===== src/rtl/ccp_pkg.sv =====
// ----------------------------------------------------------------------------
// ccp_pkg
// Types and constants shared by the constant pool parser files.
// ----------------------------------------------------------------------------
package ccp_pkg;

  typedef enum logic [3:0] {
    PH_COUNT_HI = 4'd0,
    PH_COUNT_LO = 4'd1,
    PH_TAG      = 4'd2,
    PH_LEN_HI   = 4'd3,
    PH_LEN_LO   = 4'd4,
    PH_TEXT     = 4'd5,
    PH_NUMERIC  = 4'd6,
    PH_IDX1     = 4'd7,
    PH_IDX2     = 4'd8,
    PH_KIND     = 4'd9,
    PH_DONE     = 4'd10
  } ccp_phase_t;

  localparam logic [3:0] ROLE_COUNT   = 4'd0;
  localparam logic [3:0] ROLE_TAG     = 4'd1;
  localparam logic [3:0] ROLE_TEXTLEN = 4'd2;
  localparam logic [3:0] ROLE_TEXT    = 4'd3;
  localparam logic [3:0] ROLE_NUMERIC = 4'd4;
  localparam logic [3:0] ROLE_IDX1    = 4'd5;
  localparam logic [3:0] ROLE_IDX2    = 4'd6;
  localparam logic [3:0] ROLE_KIND    = 4'd7;
  localparam logic [3:0] ROLE_IGNORED = 4'd8;

  localparam logic [2:0] ST_BUSY      = 3'd0;
  localparam logic [2:0] ST_COMPLETE  = 3'd1;
  localparam logic [2:0] ST_TRUNCATED = 3'd2;
  localparam logic [2:0] ST_BAD_COUNT = 3'd3;
  localparam logic [2:0] ST_BAD_TAG   = 3'd4;

  localparam logic [7:0] TAG_UTF8        = 8'd1;
  localparam logic [7:0] TAG_INTEGER     = 8'd3;
  localparam logic [7:0] TAG_FLOAT       = 8'd4;
  localparam logic [7:0] TAG_LONG        = 8'd5;
  localparam logic [7:0] TAG_DOUBLE      = 8'd6;
  localparam logic [7:0] TAG_CLASS       = 8'd7;
  localparam logic [7:0] TAG_STRING      = 8'd8;
  localparam logic [7:0] TAG_FIELDREF    = 8'd9;
  localparam logic [7:0] TAG_METHODREF   = 8'd10;
  localparam logic [7:0] TAG_IFMETHODREF = 8'd11;
  localparam logic [7:0] TAG_NAMETYPE    = 8'd12;
  localparam logic [7:0] TAG_MHANDLE     = 8'd15;
  localparam logic [7:0] TAG_MTYPE       = 8'd16;
  localparam logic [7:0] TAG_DYNAMIC     = 8'd17;
  localparam logic [7:0] TAG_INVOKEDYN   = 8'd18;
  localparam logic [7:0] TAG_MODULE      = 8'd19;
  localparam logic [7:0] TAG_PACKAGE     = 8'd20;

  localparam logic [15:0] NUM_LEN_NARROW = 16'd4;
  localparam logic [15:0] NUM_LEN_WIDE   = 16'd8;
  localparam logic [15:0] IDX_LEN        = 16'd2;

  typedef struct packed {
    ccp_phase_t  phase;
    logic [15:0] pool_count;
    logic [15:0] current_slot;
    logic [7:0]  current_tag;
    logic [15:0] field_remaining;
    logic [15:0] field_position;
    logic [7:0]  length_high_byte;
    logic [2:0]  final_status;
  } ccp_state_t;

  localparam ccp_state_t CCP_STATE_RESET = '{
    phase:            PH_COUNT_HI,
    pool_count:       16'd0,
    current_slot:     16'd0,
    current_tag:      8'd0,
    field_remaining:  16'd0,
    field_position:   16'd0,
    length_high_byte: 8'd0,
    final_status:     ST_BUSY
  };

  typedef struct packed {
    logic [15:0] slot_index;
    logic [7:0]  entry_tag;
    logic [3:0]  byte_role;
    logic [15:0] field_offset;
    logic [7:0]  byte_echo;
    logic        entry_complete;
    logic [2:0]  status;
  } ccp_result_t;

endpackage


===== src/rtl/ccp_if.sv =====
// ----------------------------------------------------------------------------
// ccp_if
// Valid/ready channels for input bytes and labelled result words.
// ----------------------------------------------------------------------------
interface ccp_in_if;
  logic       valid;
  logic       ready;
  logic [7:0] byte_value;
  logic       end_marker;

  modport source (output valid, output byte_value, output end_marker, input ready);
  modport sink   (input valid, input byte_value, input end_marker, output ready);
endinterface

interface ccp_out_if;
  logic        valid;
  logic        ready;
  logic [15:0] slot_index;
  logic [7:0]  entry_tag;
  logic [3:0]  byte_role;
  logic [15:0] field_offset;
  logic [7:0]  byte_echo;
  logic        entry_complete;
  logic [2:0]  status;

  modport source (output valid, output slot_index, output entry_tag, output byte_role,
                  output field_offset, output byte_echo, output entry_complete,
                  output status, input ready);
  modport sink   (input valid, input slot_index, input entry_tag, input byte_role,
                  input field_offset, input byte_echo, input entry_complete,
                  input status, output ready);
endinterface


===== src/rtl/ccp_step.sv =====
// ----------------------------------------------------------------------------
// ccp_step
// Parser next-state and byte labelling logic for one input word.
// ----------------------------------------------------------------------------
module ccp_step (
  input  ccp_pkg::ccp_state_t  st,
  input  logic [7:0]           byte_value,
  input  logic                 end_marker,
  output ccp_pkg::ccp_state_t  st_next,
  output ccp_pkg::ccp_result_t res
);

  logic [16:0] pool17;
  logic [16:0] sum1;
  logic [16:0] sum2;
  logic [15:0] rem_dec;
  logic [15:0] len;

  assign pool17  = {1'b0, st.pool_count};
  assign sum1    = {1'b0, st.current_slot} + 17'd1;
  assign sum2    = {1'b0, st.current_slot} + 17'd2;
  assign rem_dec = (st.field_remaining != 16'd0) ? st.field_remaining - 16'd1 : 16'd0;
  assign len     = {st.length_high_byte, byte_value};

  always_comb begin
    st_next            = st;
    res.slot_index     = st.current_slot;
    res.entry_tag      = st.current_tag;
    res.byte_role      = ccp_pkg::ROLE_IGNORED;
    res.field_offset   = 16'd0;
    res.byte_echo      = byte_value;
    res.entry_complete = 1'b0;
    res.status         = ccp_pkg::ST_BUSY;

    if (end_marker && st.phase != ccp_pkg::PH_DONE) begin
      st_next.phase        = ccp_pkg::PH_DONE;
      st_next.final_status = ccp_pkg::ST_TRUNCATED;
      res.status           = ccp_pkg::ST_TRUNCATED;
      res.byte_echo        = 8'd0;
    end else begin
      case (st.phase)
        ccp_pkg::PH_COUNT_HI: begin
          res.byte_role            = ccp_pkg::ROLE_COUNT;
          st_next.length_high_byte = byte_value;
          st_next.phase            = ccp_pkg::PH_COUNT_LO;
        end
        ccp_pkg::PH_COUNT_LO: begin
          res.byte_role      = ccp_pkg::ROLE_COUNT;
          res.field_offset   = 16'd1;
          st_next.pool_count = len;
          if (len == 16'd0) begin
            st_next.phase        = ccp_pkg::PH_DONE;
            st_next.final_status = ccp_pkg::ST_BAD_COUNT;
            res.status           = ccp_pkg::ST_BAD_COUNT;
          end else begin
            st_next.current_slot = 16'd1;
            if (len == 16'd1) begin
              st_next.phase        = ccp_pkg::PH_DONE;
              st_next.final_status = ccp_pkg::ST_COMPLETE;
              res.status           = ccp_pkg::ST_COMPLETE;
            end else begin
              st_next.phase = ccp_pkg::PH_TAG;
            end
          end
        end
        ccp_pkg::PH_TAG: begin
          res.byte_role       = ccp_pkg::ROLE_TAG;
          res.entry_tag       = byte_value;
          st_next.current_tag = byte_value;
          case (byte_value)
            ccp_pkg::TAG_UTF8: st_next.phase = ccp_pkg::PH_LEN_HI;
            ccp_pkg::TAG_INTEGER, ccp_pkg::TAG_FLOAT: begin
              st_next.phase           = ccp_pkg::PH_NUMERIC;
              st_next.field_remaining = ccp_pkg::NUM_LEN_NARROW;
              st_next.field_position  = 16'd0;
            end
            ccp_pkg::TAG_LONG, ccp_pkg::TAG_DOUBLE: begin
              st_next.phase           = ccp_pkg::PH_NUMERIC;
              st_next.field_remaining = ccp_pkg::NUM_LEN_WIDE;
              st_next.field_position  = 16'd0;
            end
            ccp_pkg::TAG_CLASS, ccp_pkg::TAG_STRING, ccp_pkg::TAG_MTYPE,
            ccp_pkg::TAG_MODULE, ccp_pkg::TAG_PACKAGE, ccp_pkg::TAG_FIELDREF,
            ccp_pkg::TAG_METHODREF, ccp_pkg::TAG_IFMETHODREF, ccp_pkg::TAG_NAMETYPE,
            ccp_pkg::TAG_DYNAMIC, ccp_pkg::TAG_INVOKEDYN: begin
              st_next.phase           = ccp_pkg::PH_IDX1;
              st_next.field_remaining = ccp_pkg::IDX_LEN;
              st_next.field_position  = 16'd0;
            end
            ccp_pkg::TAG_MHANDLE: st_next.phase = ccp_pkg::PH_KIND;
            default: begin
              st_next.phase        = ccp_pkg::PH_DONE;
              st_next.final_status = ccp_pkg::ST_BAD_TAG;
              res.status           = ccp_pkg::ST_BAD_TAG;
            end
          endcase
        end
        ccp_pkg::PH_LEN_HI: begin
          res.byte_role            = ccp_pkg::ROLE_TEXTLEN;
          st_next.length_high_byte = byte_value;
          st_next.phase            = ccp_pkg::PH_LEN_LO;
        end
        ccp_pkg::PH_LEN_LO: begin
          res.byte_role    = ccp_pkg::ROLE_TEXTLEN;
          res.field_offset = 16'd1;
          if (len == 16'd0) begin
            // empty string closes the entry here
            res.entry_complete   = 1'b1;
            st_next.current_slot = sum1[15:0];
            if (sum1 >= pool17) begin
              st_next.phase        = ccp_pkg::PH_DONE;
              st_next.final_status = ccp_pkg::ST_COMPLETE;
              res.status           = ccp_pkg::ST_COMPLETE;
            end else begin
              st_next.phase = ccp_pkg::PH_TAG;
            end
          end else begin
            st_next.phase           = ccp_pkg::PH_TEXT;
            st_next.field_remaining = len;
            st_next.field_position  = 16'd0;
          end
        end
        ccp_pkg::PH_KIND: begin
          res.byte_role           = ccp_pkg::ROLE_KIND;
          st_next.phase           = ccp_pkg::PH_IDX1;
          st_next.field_remaining = ccp_pkg::IDX_LEN;
          st_next.field_position  = 16'd0;
        end
        ccp_pkg::PH_TEXT, ccp_pkg::PH_NUMERIC, ccp_pkg::PH_IDX1, ccp_pkg::PH_IDX2: begin
          res.byte_role = (st.phase == ccp_pkg::PH_TEXT)    ? ccp_pkg::ROLE_TEXT    :
                          (st.phase == ccp_pkg::PH_NUMERIC) ? ccp_pkg::ROLE_NUMERIC :
                          (st.phase == ccp_pkg::PH_IDX1)    ? ccp_pkg::ROLE_IDX1    :
                                                              ccp_pkg::ROLE_IDX2;
          res.field_offset        = st.field_position;
          st_next.field_position  = st.field_position + 16'd1;
          st_next.field_remaining = rem_dec;
          if (rem_dec == 16'd0) begin
            if (st.phase == ccp_pkg::PH_IDX1 &&
                (st.current_tag == ccp_pkg::TAG_FIELDREF ||
                 st.current_tag == ccp_pkg::TAG_METHODREF ||
                 st.current_tag == ccp_pkg::TAG_IFMETHODREF ||
                 st.current_tag == ccp_pkg::TAG_NAMETYPE ||
                 st.current_tag == ccp_pkg::TAG_DYNAMIC ||
                 st.current_tag == ccp_pkg::TAG_INVOKEDYN)) begin
              st_next.phase           = ccp_pkg::PH_IDX2;
              st_next.field_remaining = ccp_pkg::IDX_LEN;
              st_next.field_position  = 16'd0;
            end else if (st.phase == ccp_pkg::PH_NUMERIC &&
                         (st.current_tag == ccp_pkg::TAG_LONG ||
                          st.current_tag == ccp_pkg::TAG_DOUBLE)) begin
              res.entry_complete = 1'b1;
              if (sum1 >= pool17) begin
                // wide entry has no room for its second slot
                st_next.phase        = ccp_pkg::PH_DONE;
                st_next.final_status = ccp_pkg::ST_BAD_COUNT;
                res.status           = ccp_pkg::ST_BAD_COUNT;
              end else begin
                st_next.current_slot = sum2[15:0];
                if (sum2 >= pool17) begin
                  st_next.phase        = ccp_pkg::PH_DONE;
                  st_next.final_status = ccp_pkg::ST_COMPLETE;
                  res.status           = ccp_pkg::ST_COMPLETE;
                end else begin
                  st_next.phase = ccp_pkg::PH_TAG;
                end
              end
            end else begin
              res.entry_complete   = 1'b1;
              st_next.current_slot = sum1[15:0];
              if (sum1 >= pool17) begin
                st_next.phase        = ccp_pkg::PH_DONE;
                st_next.final_status = ccp_pkg::ST_COMPLETE;
                res.status           = ccp_pkg::ST_COMPLETE;
              end else begin
                st_next.phase = ccp_pkg::PH_TAG;
              end
            end
          end
        end
        default: begin
          st_next.phase = ccp_pkg::PH_DONE;
          res.status    = st.final_status;
          if (end_marker) begin
            res.byte_echo = 8'd0;
          end
        end
      endcase
    end
  end

endmodule


===== src/rtl/class_constant_pool_parser_top.sv =====
// ----------------------------------------------------------------------------
// class_constant_pool_parser_top
// Labels each constant pool byte with slot, tag, role, offset and status.
// ----------------------------------------------------------------------------
// Path: an accepted input word passes through the input register, then the
//   result register fed by the parser step logic.
// Throughput: 1 word per cycle; the result register stalls only on out ready.
// Reset: synchronous rst clears both valid flags and the parser state to
//   "expect first count byte", pool count, slot, tag and status zero.
// ----------------------------------------------------------------------------
module class_constant_pool_parser_top (
  input  logic      clk,
  input  logic      rst,
  ccp_in_if.sink    in_ch,
  ccp_out_if.source out_ch
);

  logic                 s1_valid;
  logic [7:0]           s1_byte;
  logic                 s1_end;
  logic                 out_valid;
  ccp_pkg::ccp_result_t out_res;
  ccp_pkg::ccp_state_t  st;
  ccp_pkg::ccp_state_t  st_next;
  ccp_pkg::ccp_result_t res;
  logic                 advance;
  logic                 s1_ready;

  assign advance  = !out_valid || out_ch.ready;
  assign s1_ready = !s1_valid || advance;

  ccp_step u_step (
    .st         (st),
    .byte_value (s1_byte),
    .end_marker (s1_end),
    .st_next    (st_next),
    .res        (res)
  );

  always_ff @(posedge clk) begin
    if (rst) begin
      s1_valid  <= 1'b0;
      out_valid <= 1'b0;
      st        <= ccp_pkg::CCP_STATE_RESET;
    end else begin
      if (s1_ready) begin
        s1_valid <= in_ch.valid;
      end
      if (advance) begin
        out_valid <= s1_valid;
        if (s1_valid) begin
          st <= st_next;
        end
      end
    end
  end

  always_ff @(posedge clk) begin
    if (in_ch.valid && s1_ready) begin
      s1_byte <= in_ch.byte_value;
      s1_end  <= in_ch.end_marker;
    end
    if (advance && s1_valid) begin
      out_res <= res;
    end
  end

  assign in_ch.ready           = s1_ready;
  assign out_ch.valid          = out_valid;
  assign out_ch.slot_index     = out_res.slot_index;
  assign out_ch.entry_tag      = out_res.entry_tag;
  assign out_ch.byte_role      = out_res.byte_role;
  assign out_ch.field_offset   = out_res.field_offset;
  assign out_ch.byte_echo      = out_res.byte_echo;
  assign out_ch.entry_complete = out_res.entry_complete;
  assign out_ch.status         = out_res.status;

endmodule


===== src/flat_wrapper.sv =====
// flat-port wrapper written by rule: the top's interface ports become plain ports
module class_constant_pool_parser_top_flat 
  (clk, rst, in_ch_valid, in_ch_byte_value, in_ch_end_marker, in_ch_ready, out_ch_valid, out_ch_slot_index, out_ch_entry_tag, out_ch_byte_role, out_ch_field_offset, out_ch_byte_echo, out_ch_entry_complete, out_ch_status, out_ch_ready);
  ccp_in_if in_ch_i ();
  ccp_out_if out_ch_i ();
  input  logic clk;
  input  logic rst;
  input wire logic [$bits(in_ch_i.valid)-1:0] in_ch_valid;
  input wire logic [$bits(in_ch_i.byte_value)-1:0] in_ch_byte_value;
  input wire logic [$bits(in_ch_i.end_marker)-1:0] in_ch_end_marker;
  output wire logic [$bits(in_ch_i.ready)-1:0] in_ch_ready;
  output wire logic [$bits(out_ch_i.valid)-1:0] out_ch_valid;
  output wire logic [$bits(out_ch_i.slot_index)-1:0] out_ch_slot_index;
  output wire logic [$bits(out_ch_i.entry_tag)-1:0] out_ch_entry_tag;
  output wire logic [$bits(out_ch_i.byte_role)-1:0] out_ch_byte_role;
  output wire logic [$bits(out_ch_i.field_offset)-1:0] out_ch_field_offset;
  output wire logic [$bits(out_ch_i.byte_echo)-1:0] out_ch_byte_echo;
  output wire logic [$bits(out_ch_i.entry_complete)-1:0] out_ch_entry_complete;
  output wire logic [$bits(out_ch_i.status)-1:0] out_ch_status;
  input wire logic [$bits(out_ch_i.ready)-1:0] out_ch_ready;
  assign in_ch_i.valid = in_ch_valid;
  assign in_ch_i.byte_value = in_ch_byte_value;
  assign in_ch_i.end_marker = in_ch_end_marker;
  assign in_ch_ready = in_ch_i.ready;
  assign out_ch_valid = out_ch_i.valid;
  assign out_ch_slot_index = out_ch_i.slot_index;
  assign out_ch_entry_tag = out_ch_i.entry_tag;
  assign out_ch_byte_role = out_ch_i.byte_role;
  assign out_ch_field_offset = out_ch_i.field_offset;
  assign out_ch_byte_echo = out_ch_i.byte_echo;
  assign out_ch_entry_complete = out_ch_i.entry_complete;
  assign out_ch_status = out_ch_i.status;
  assign out_ch_i.ready = out_ch_ready;
  class_constant_pool_parser_top u_core (.clk(clk), .rst(rst), .in_ch(in_ch_i), .out_ch(out_ch_i));
endmodule

===== config.mk =====
export PLATFORM = sky130hd
export DESIGN_NAME = class_constant_pool_parser_top_flat
export DESIGN_NICKNAME = d
export VERILOG_FILES = /design/src/rtl/ccp_pkg.sv /design/src/rtl/ccp_if.sv /design/src/rtl/ccp_step.sv /design/src/rtl/class_constant_pool_parser_top.sv /design/src/flat_wrapper.sv
export SDC_FILE = /design/constraint.sdc
export NUM_CORES = 1
export LEC_CHECK = 0
export ABC_AREA = 1
export ABC_CLOCK_PERIOD_IN_PS = 6670
export BUFFER_PORTS_ARGS = -buffer_cell sky130_fd_sc_hd__buf_2
export CORE_MARGIN = 4
export CORE_UTILIZATION = 60
export CTS_CLUSTER_SIZE = 14
export DETAILED_ROUTE_END_ITERATION = 7
export PLACE_DENSITY = 0.8
export SLEW_MARGIN = 10
export SYNTH_ARGS = -nofsm -noshare
export SYNTH_HDL_FRONTEND = slang
export SYNTH_SLANG_ARGS = --single-unit

===== constraint.sdc =====
create_clock -name clk -period 6.67 [get_ports clk]
set_clock_uncertainty 0.2 [all_clocks]
set_input_delay 1.334 -clock clk [delete_from_list [all_inputs] [get_ports clk]]
set_output_delay 1.334 -clock clk [all_outputs]
set_load 0.01 [all_outputs]

==> After elaboration in Yosys (flattened, before gate mapping) <==
Cells that the tools add are included.
{ "totals": {"ff_bits": 154, "ram_bits": 0, "elab_cells": 174, "mem_bits_ro": 0, "inputBits": 13, "latch_bits": 0, "mem_count": 0, "out_inout_bits": 58} }
{ "op_classes": {"multipliers": 0, "add_sub_neg": 4, "div": 0, "n_shift": 0, "mux": 58, "bitwise": 1, "n_lt_le_gt_ge": 2, "n_eq_ne": 49, "n_reduce_logical": 41} }
{ "ops": {"columns": ["cell", "count"], "rows": [
  ["$pmux 32 s4", 1],
  ["$mux 16", 7],
  ["$mux 32", 3],
  ["$pmux 32 s3", 1],
  ["$eq 8x4->1 const B", 10],
  ["$eq 8x5->1 const B", 7],
  ["$mux 4", 13],
  ["$eq 8x3->1 const B", 6],
  ["$pmux 16 s3", 1],
  ["$mux 3", 14],
  ["$ge 17x16->1", 2],
  ["$logic_not 16->1", 2],
  ["$pmux 16 s2", 1],
  ["$mux 28", 1],
  ["$pmux 4 s7", 1],
  ["$mux 8", 3],
  ["$pmux 4 s5", 1],
  ["$reduce_and 9->1", 2],
  ["$add 16x1->17 const B", 1],
  ["$add 16x2->17 const B", 1],
  ["$reduce_or 17->1", 1],
  ["$add 16x1->16 const B", 1],
  ["$eq 16x1->1 const B", 1],
  ["$eq 4x3->1 const B", 4],
  ["other kinds (34)", 70]
]} }

==> Longest topological paths before layout <==
{ "depth": {"ltp_word": 11, "ltp_mapped": 27, "ltp_nobuf": 27} }

==> By module <==
From an unflattened synthesis, not the netlist that was laid out.
{ "hier_totals": {"cells_unflattened": 1690, "hier_area_um2": 11258.3} }
{ "modules_own_cells": {"columns": ["mod", "cells_each", "n_inst", "seq_area_each_um2", "area_per_inst_um2"], "rows": [
  ["class_constant_pool_parser_top", 648, 1, 3733.6, 5926.9],
  ["ccp_step", 1042, 1, 0.0, 5331.4]
]} }

==> Worst setup path after synthesis <==
Ideal clock, no wire load.
{ "synth_timing": {"path_kind": "input to register", "start": "input port out_ch_ready", "end": "register u_core.st[51] (netlist name)", "slack_ns": 1.274, "required_time_ns": 6.354, "cell_stages": 10, "n_path_buf": 1, "arrival_ns": 5.080, "setup_ns": 0.116, "cell_sequence": "nor2_1 nor2_1 nand2_4 inv_2 o211ai_1 nor3b_2 nand2_4 buf_6 nor3b_2 nor2_1"} }
{ "synth_via": {"elab_chain_len": 2} }
{ "synth_lines": {"columns": ["element", "line_no", "rtl"], "rows": [
  ["start, declared", "flat_wrapper.sv:20", "input wire logic [$bits(out_ch_i.ready)-1:0] out_ch_ready;"],
  ["$logic_or 1x1->1", "class_constant_pool_parser_top.sv:29", "assign advance = !out_valid || out_ch.ready;"],
  ["$reduce_and 9->1 (no line)", null, null]
]} }
No other way between the ends.
A chain may end at the register's enable or synchronous reset.

==> Final worst setup path <==
{ "layout_timing": {"start": "register u_core.st[51] (netlist name)", "end": "register u_core.st[52] (netlist name)"} }
{ "layout_via": {"elab_chain_len": 6, "elab_cells_between_ends": 11, "cone_classes": "add/sub: 2; order compare: 1; eq/ne: 1; mux: 6; reduce/logical: 1"} }
{ "layout_lines": {"columns": ["element"], "rows": [
  ["branches (longest 6 deep; another with $add 16x1->17)"]
]} }
Parallel ways; which one is timed is not known. The select of a mux whose other input is x is not followed.

==> reports/qor.txt <==
Outcome = finished clean
Final setup viols = 0
Yosys top cell area share = 21.68%
Combinational share of power = 13.2%
Worst path top cell family by delay = simple AND/OR/NAND/NOR gates
Die Footprint = 0.01703 mm^2
Gr usage total = 27.81%
CP Capture Type = flip-flop
Cell Pwr Density = 226.9 mW/mm^2
Ys flop type = dfxtp_1
Row count = 44
Hold_buf cts = 0
Die Height = 130.5 um
CP required = 6.76 ns
Register share of total power = 45.9%
I/O pins = 71
Int Power = 0.001629 W
Worst Setup Start Kind = flip-flop
Synth Warn # = 0
Crit-path slowest cell = dfxtp_1
Clock group share of total power = 40.9%
ANT cells = 0
Largest stage delay, worst path = 0.61 ns
Synth top area cells = edfxtp_1 (22%), dfxtp_1 (20%), nand2_1 (11%), inv_1 (6.6%), nor2_1 (6.2%)
Gate count of the mapped netlist = 1223
Layout Nets = 1328
Global-route wire length before repair = 37.83 mm
GRT met1 Usage = 38.17%
Number of global-route vias before repair = 7764
Seq/Total Area, Yosys = 41.46%
Pin count of the biggest net entering global routing = 56
Initial antenna violation count = 0
Worst r2r src = u_core.st[51]$_SDFFE_PP0P_
Die X-Extent = 130.5 um
Worst EP arrival = 4.09 ns
Final Hold Viols = 0
Launch point of the worst path = u_core.st[51]$_SDFFE_PP0P_
CTS H-tree lvls = 4
DP Worst Slack = 2.639 ns
Root Driver = clkbuf_16
GRT met3 Usage = 5.041%
Peak VDD IR = 0.0001609 V
Crit path cell chain = ha_1, inv_1, nor2_1, nand4_1, xor2_1, inv_1, ha_1, nand2_1, inv_1, nand2_1, nor2_1, nand2_1, nand3_1, nand2_1, nand3_2, nand2_1, nor3b_2, nand2_4, clkinv_1, nand2_1, a21oi_1
Placed cell areas = 0.009442 mm^2
Antenna Nets Post-Route = 0
Total power = 0.002271 W
Setup_tns = 0 ns
Sw Pwr = 0.0006415 W
Fraction of final layout cells with drive strength greater than 1 = 12.08%
Max-slew violations = 0
DRC = 0
Net switching fraction of the power = 28.25%
Max_slew headroom = 36.13%
Avg Vias per Cell = 5.746
CP most frequent cell = nand2_1
CTS-repair resized insts = 0
Hold WC Path Type = reg -> reg
Min Tclk post-route = 4.006 ns
Multi-input gate area = 0.004452 mm^2
Vias = 8475
Worst slew pin tran = 0.9517 ns
LEAKAGE = 4.265 nW
Most Crowded Layer GR = met2
Crit share post-route = 60.05%
WL per Instance = 15.55 um
Worst skew pair latency = 0.43 ns
CP Buf/Inv Count = 4
Syn avg cell area = 7.363 um^2
Initial cell density of the core = 61.49%
# Max-Cap Violations = 0
Design area = 0.01001 mm^2
WS Path Type = reg -> reg
Drt pass-1 iters = 6
Crit Path Max Fanout = 27
Total grt overflow = 0
Sequential cell area = 0.003734 mm^2
Setup bufs post-CTS = 0
Post-Layout Cell Count = 1475
TritonCTS Buffers = 17
FILL cells = 1263
Max Fclk = 0.2497 GHz
Dpl hpwl = 16.09 mm
Core box area = 0.01464 mm^2
Netlist Area Pre-Place = 0.009005 mm^2
CTS tree = done
Setup WS post-layout = 2.664 ns
CTS Buffer Depth = 2
Initial DRC Count = 978
Dpl cells = 1443
Distinct cells, synth = 49
Area growth from synthesis to layout = 11.13%
Reg clk slew, reported paths = 0.07 ns
RSZ-0062 raised after global routing = no
# clock sinks = 154
Min-delay src = u_core.st[21]$_SDFFE_PP0P_
Buffers on Ports = 70
WL final = 22.93 mm
Post-synth ARST share = 0%
Largest area contributor in the netlist = edfxtp_1
M2 GR Usage = 44.43%
Net count after synthesis = 1273
GPL Wtd Cong = 0.9906
Seq cells post-synth = 154
Number of synthesized flops with an enable pin = 65
[power groups by stage]
stage / registers, W / logic [W] / clock network [W]
2_1_floorplan: 0.00106 / 0.000212 / 0
3_3_place_gp: 0.00106 / 0.000290 / 0
3_5_place_dp: 0.00106 / 0.000294 / 0
4_1_cts: 0.00104 / 0.000296 / 0.000933
5_1_grt: 0.00105 / 0.000335 / 0.000976
6_report: 0.00104 / 0.000300 / 0.000928
[routing by layer]
layer  vias to the layer above  wire [um]
met5                         -          0
met4                         0        557
met3                        53       1783
met2                       393      10450
met1                      3880      10140
li1                       4149          -
[final timing paths]
kind,endpoint,slack (ns),cells after the start
worst max register to register,u_core.st[52]$_SDFFE_PP0P_,2.66,21
worst max-delay path,u_core.st[52]$_SDFFE_PP0P_,2.66,21
worst min register to register,u_core.st[21]$_SDFFE_PP0P_,0.27,2
worst min-delay path,u_core.st[21]$_SDFFE_PP0P_,0.27,2
[kinds of logic (layout without fill, tap and decap cells)]
logic type	count (synthesis)	after routing	synth area share, %
compound gates	233	233	14.27
simple gates	566	566	27.71
buf+inv	210	278	9.184
flops	154	154	41.46
fa+ha+maj	37	37	5.141
xor+xnor	23	23	2.237
[worst min-delay path: stages, from the launching register on]
cell	delay, ns
dfxtp_1	0.31
nand2_1	0.06
a21oi_1	0.06
[Yosys cell counts, types with 2 or more instances]
cell      count
nand2_1     256
inv_1       158
nor2_1      148
a21oi_1      92
dfxtp_1      89
o21ai_0      83
nand3_1      75
edfxtp_1     65
ha_1         37
nor3_1       25
clkbuf_1     24
nand4_1      22
xor2_1       22
o22ai_1      16
o21ai_1      14
nor2_2       13
inv_2        11
nand3_2       7
buf_2         6
nand2_2       6
buf_4         4
o21bai_1      4
a21o_1        3
a22o_1        3
clkinv_1      3
nand2_4       3
nor2_4        3
o21a_1        3
a211oi_1      2
a31oi_1       2
buf_6         2
nand3b_1      2
nor3_2        2
nor3b_2       2
o211ai_1      2
[final cells by class]
type,instances,area share [%]
clock buffer,17,4.251
inverter,172,6.452
clock inverter,15,1.400
sequential,154,37.31
multi-input combinational,859,44.49
tap,184,2.301
timing repair buffer,74,3.801
[through the flow]
stage | util [%] | hold slack (ns)
6_report | 68.34 | 0.2702
5_1_grt | 68.34 | 0.2923
4_1_cts | 68.34 | 0.2689
3_5_place_dp | 64.47 | 0.2598
3_3_place_gp | 64.47 | 0.2388
2_1_floorplan | - | 0.2074
[cells in the final DEF (no fill, tap or decap), types with 4 or more instances in the layout]
cell and count:
a21oi_1 92, buf_2 70, buf_4 4, clkbuf_16 17
clkinv_1 6, dfxtp_1 89, edfxtp_1 65, ha_1 37
inv_1 158, inv_2 11, inv_6 4, nand2_1 256
nand2_2 6, nand3_1 75, nand3_2 7, nand4_1 22
nor2_1 147, nor2_2 13, nor2_4 4, nor3_1 25
o21ai_0 83, o21ai_1 14, o21bai_1 4, o22ai_1 16
xor2_1 22
[sequential cells by signal, summed over array words and instances (netlist names)]
| name | count |
|---|---|
| u_core.st | 87 |
| u_core.out_ch.field_offset | 16 |
| u_core.out_ch.slot_index | 16 |
| u_core.out_ch.byte_echo | 8 |
| u_core.out_ch.entry_tag | 8 |
| u_core.s1_byte | 8 |
| u_core.out_ch.byte_role | 4 |
| u_core.out_ch.status | 3 |
| u_core.out_ch.entry_complete | 1 |
| u_core.out_ch.valid | 1 |
| u_core.s1_end | 1 |
| u_core.s1_valid | 1 |
Note: power is estimated with default switching activity, not from simulation.
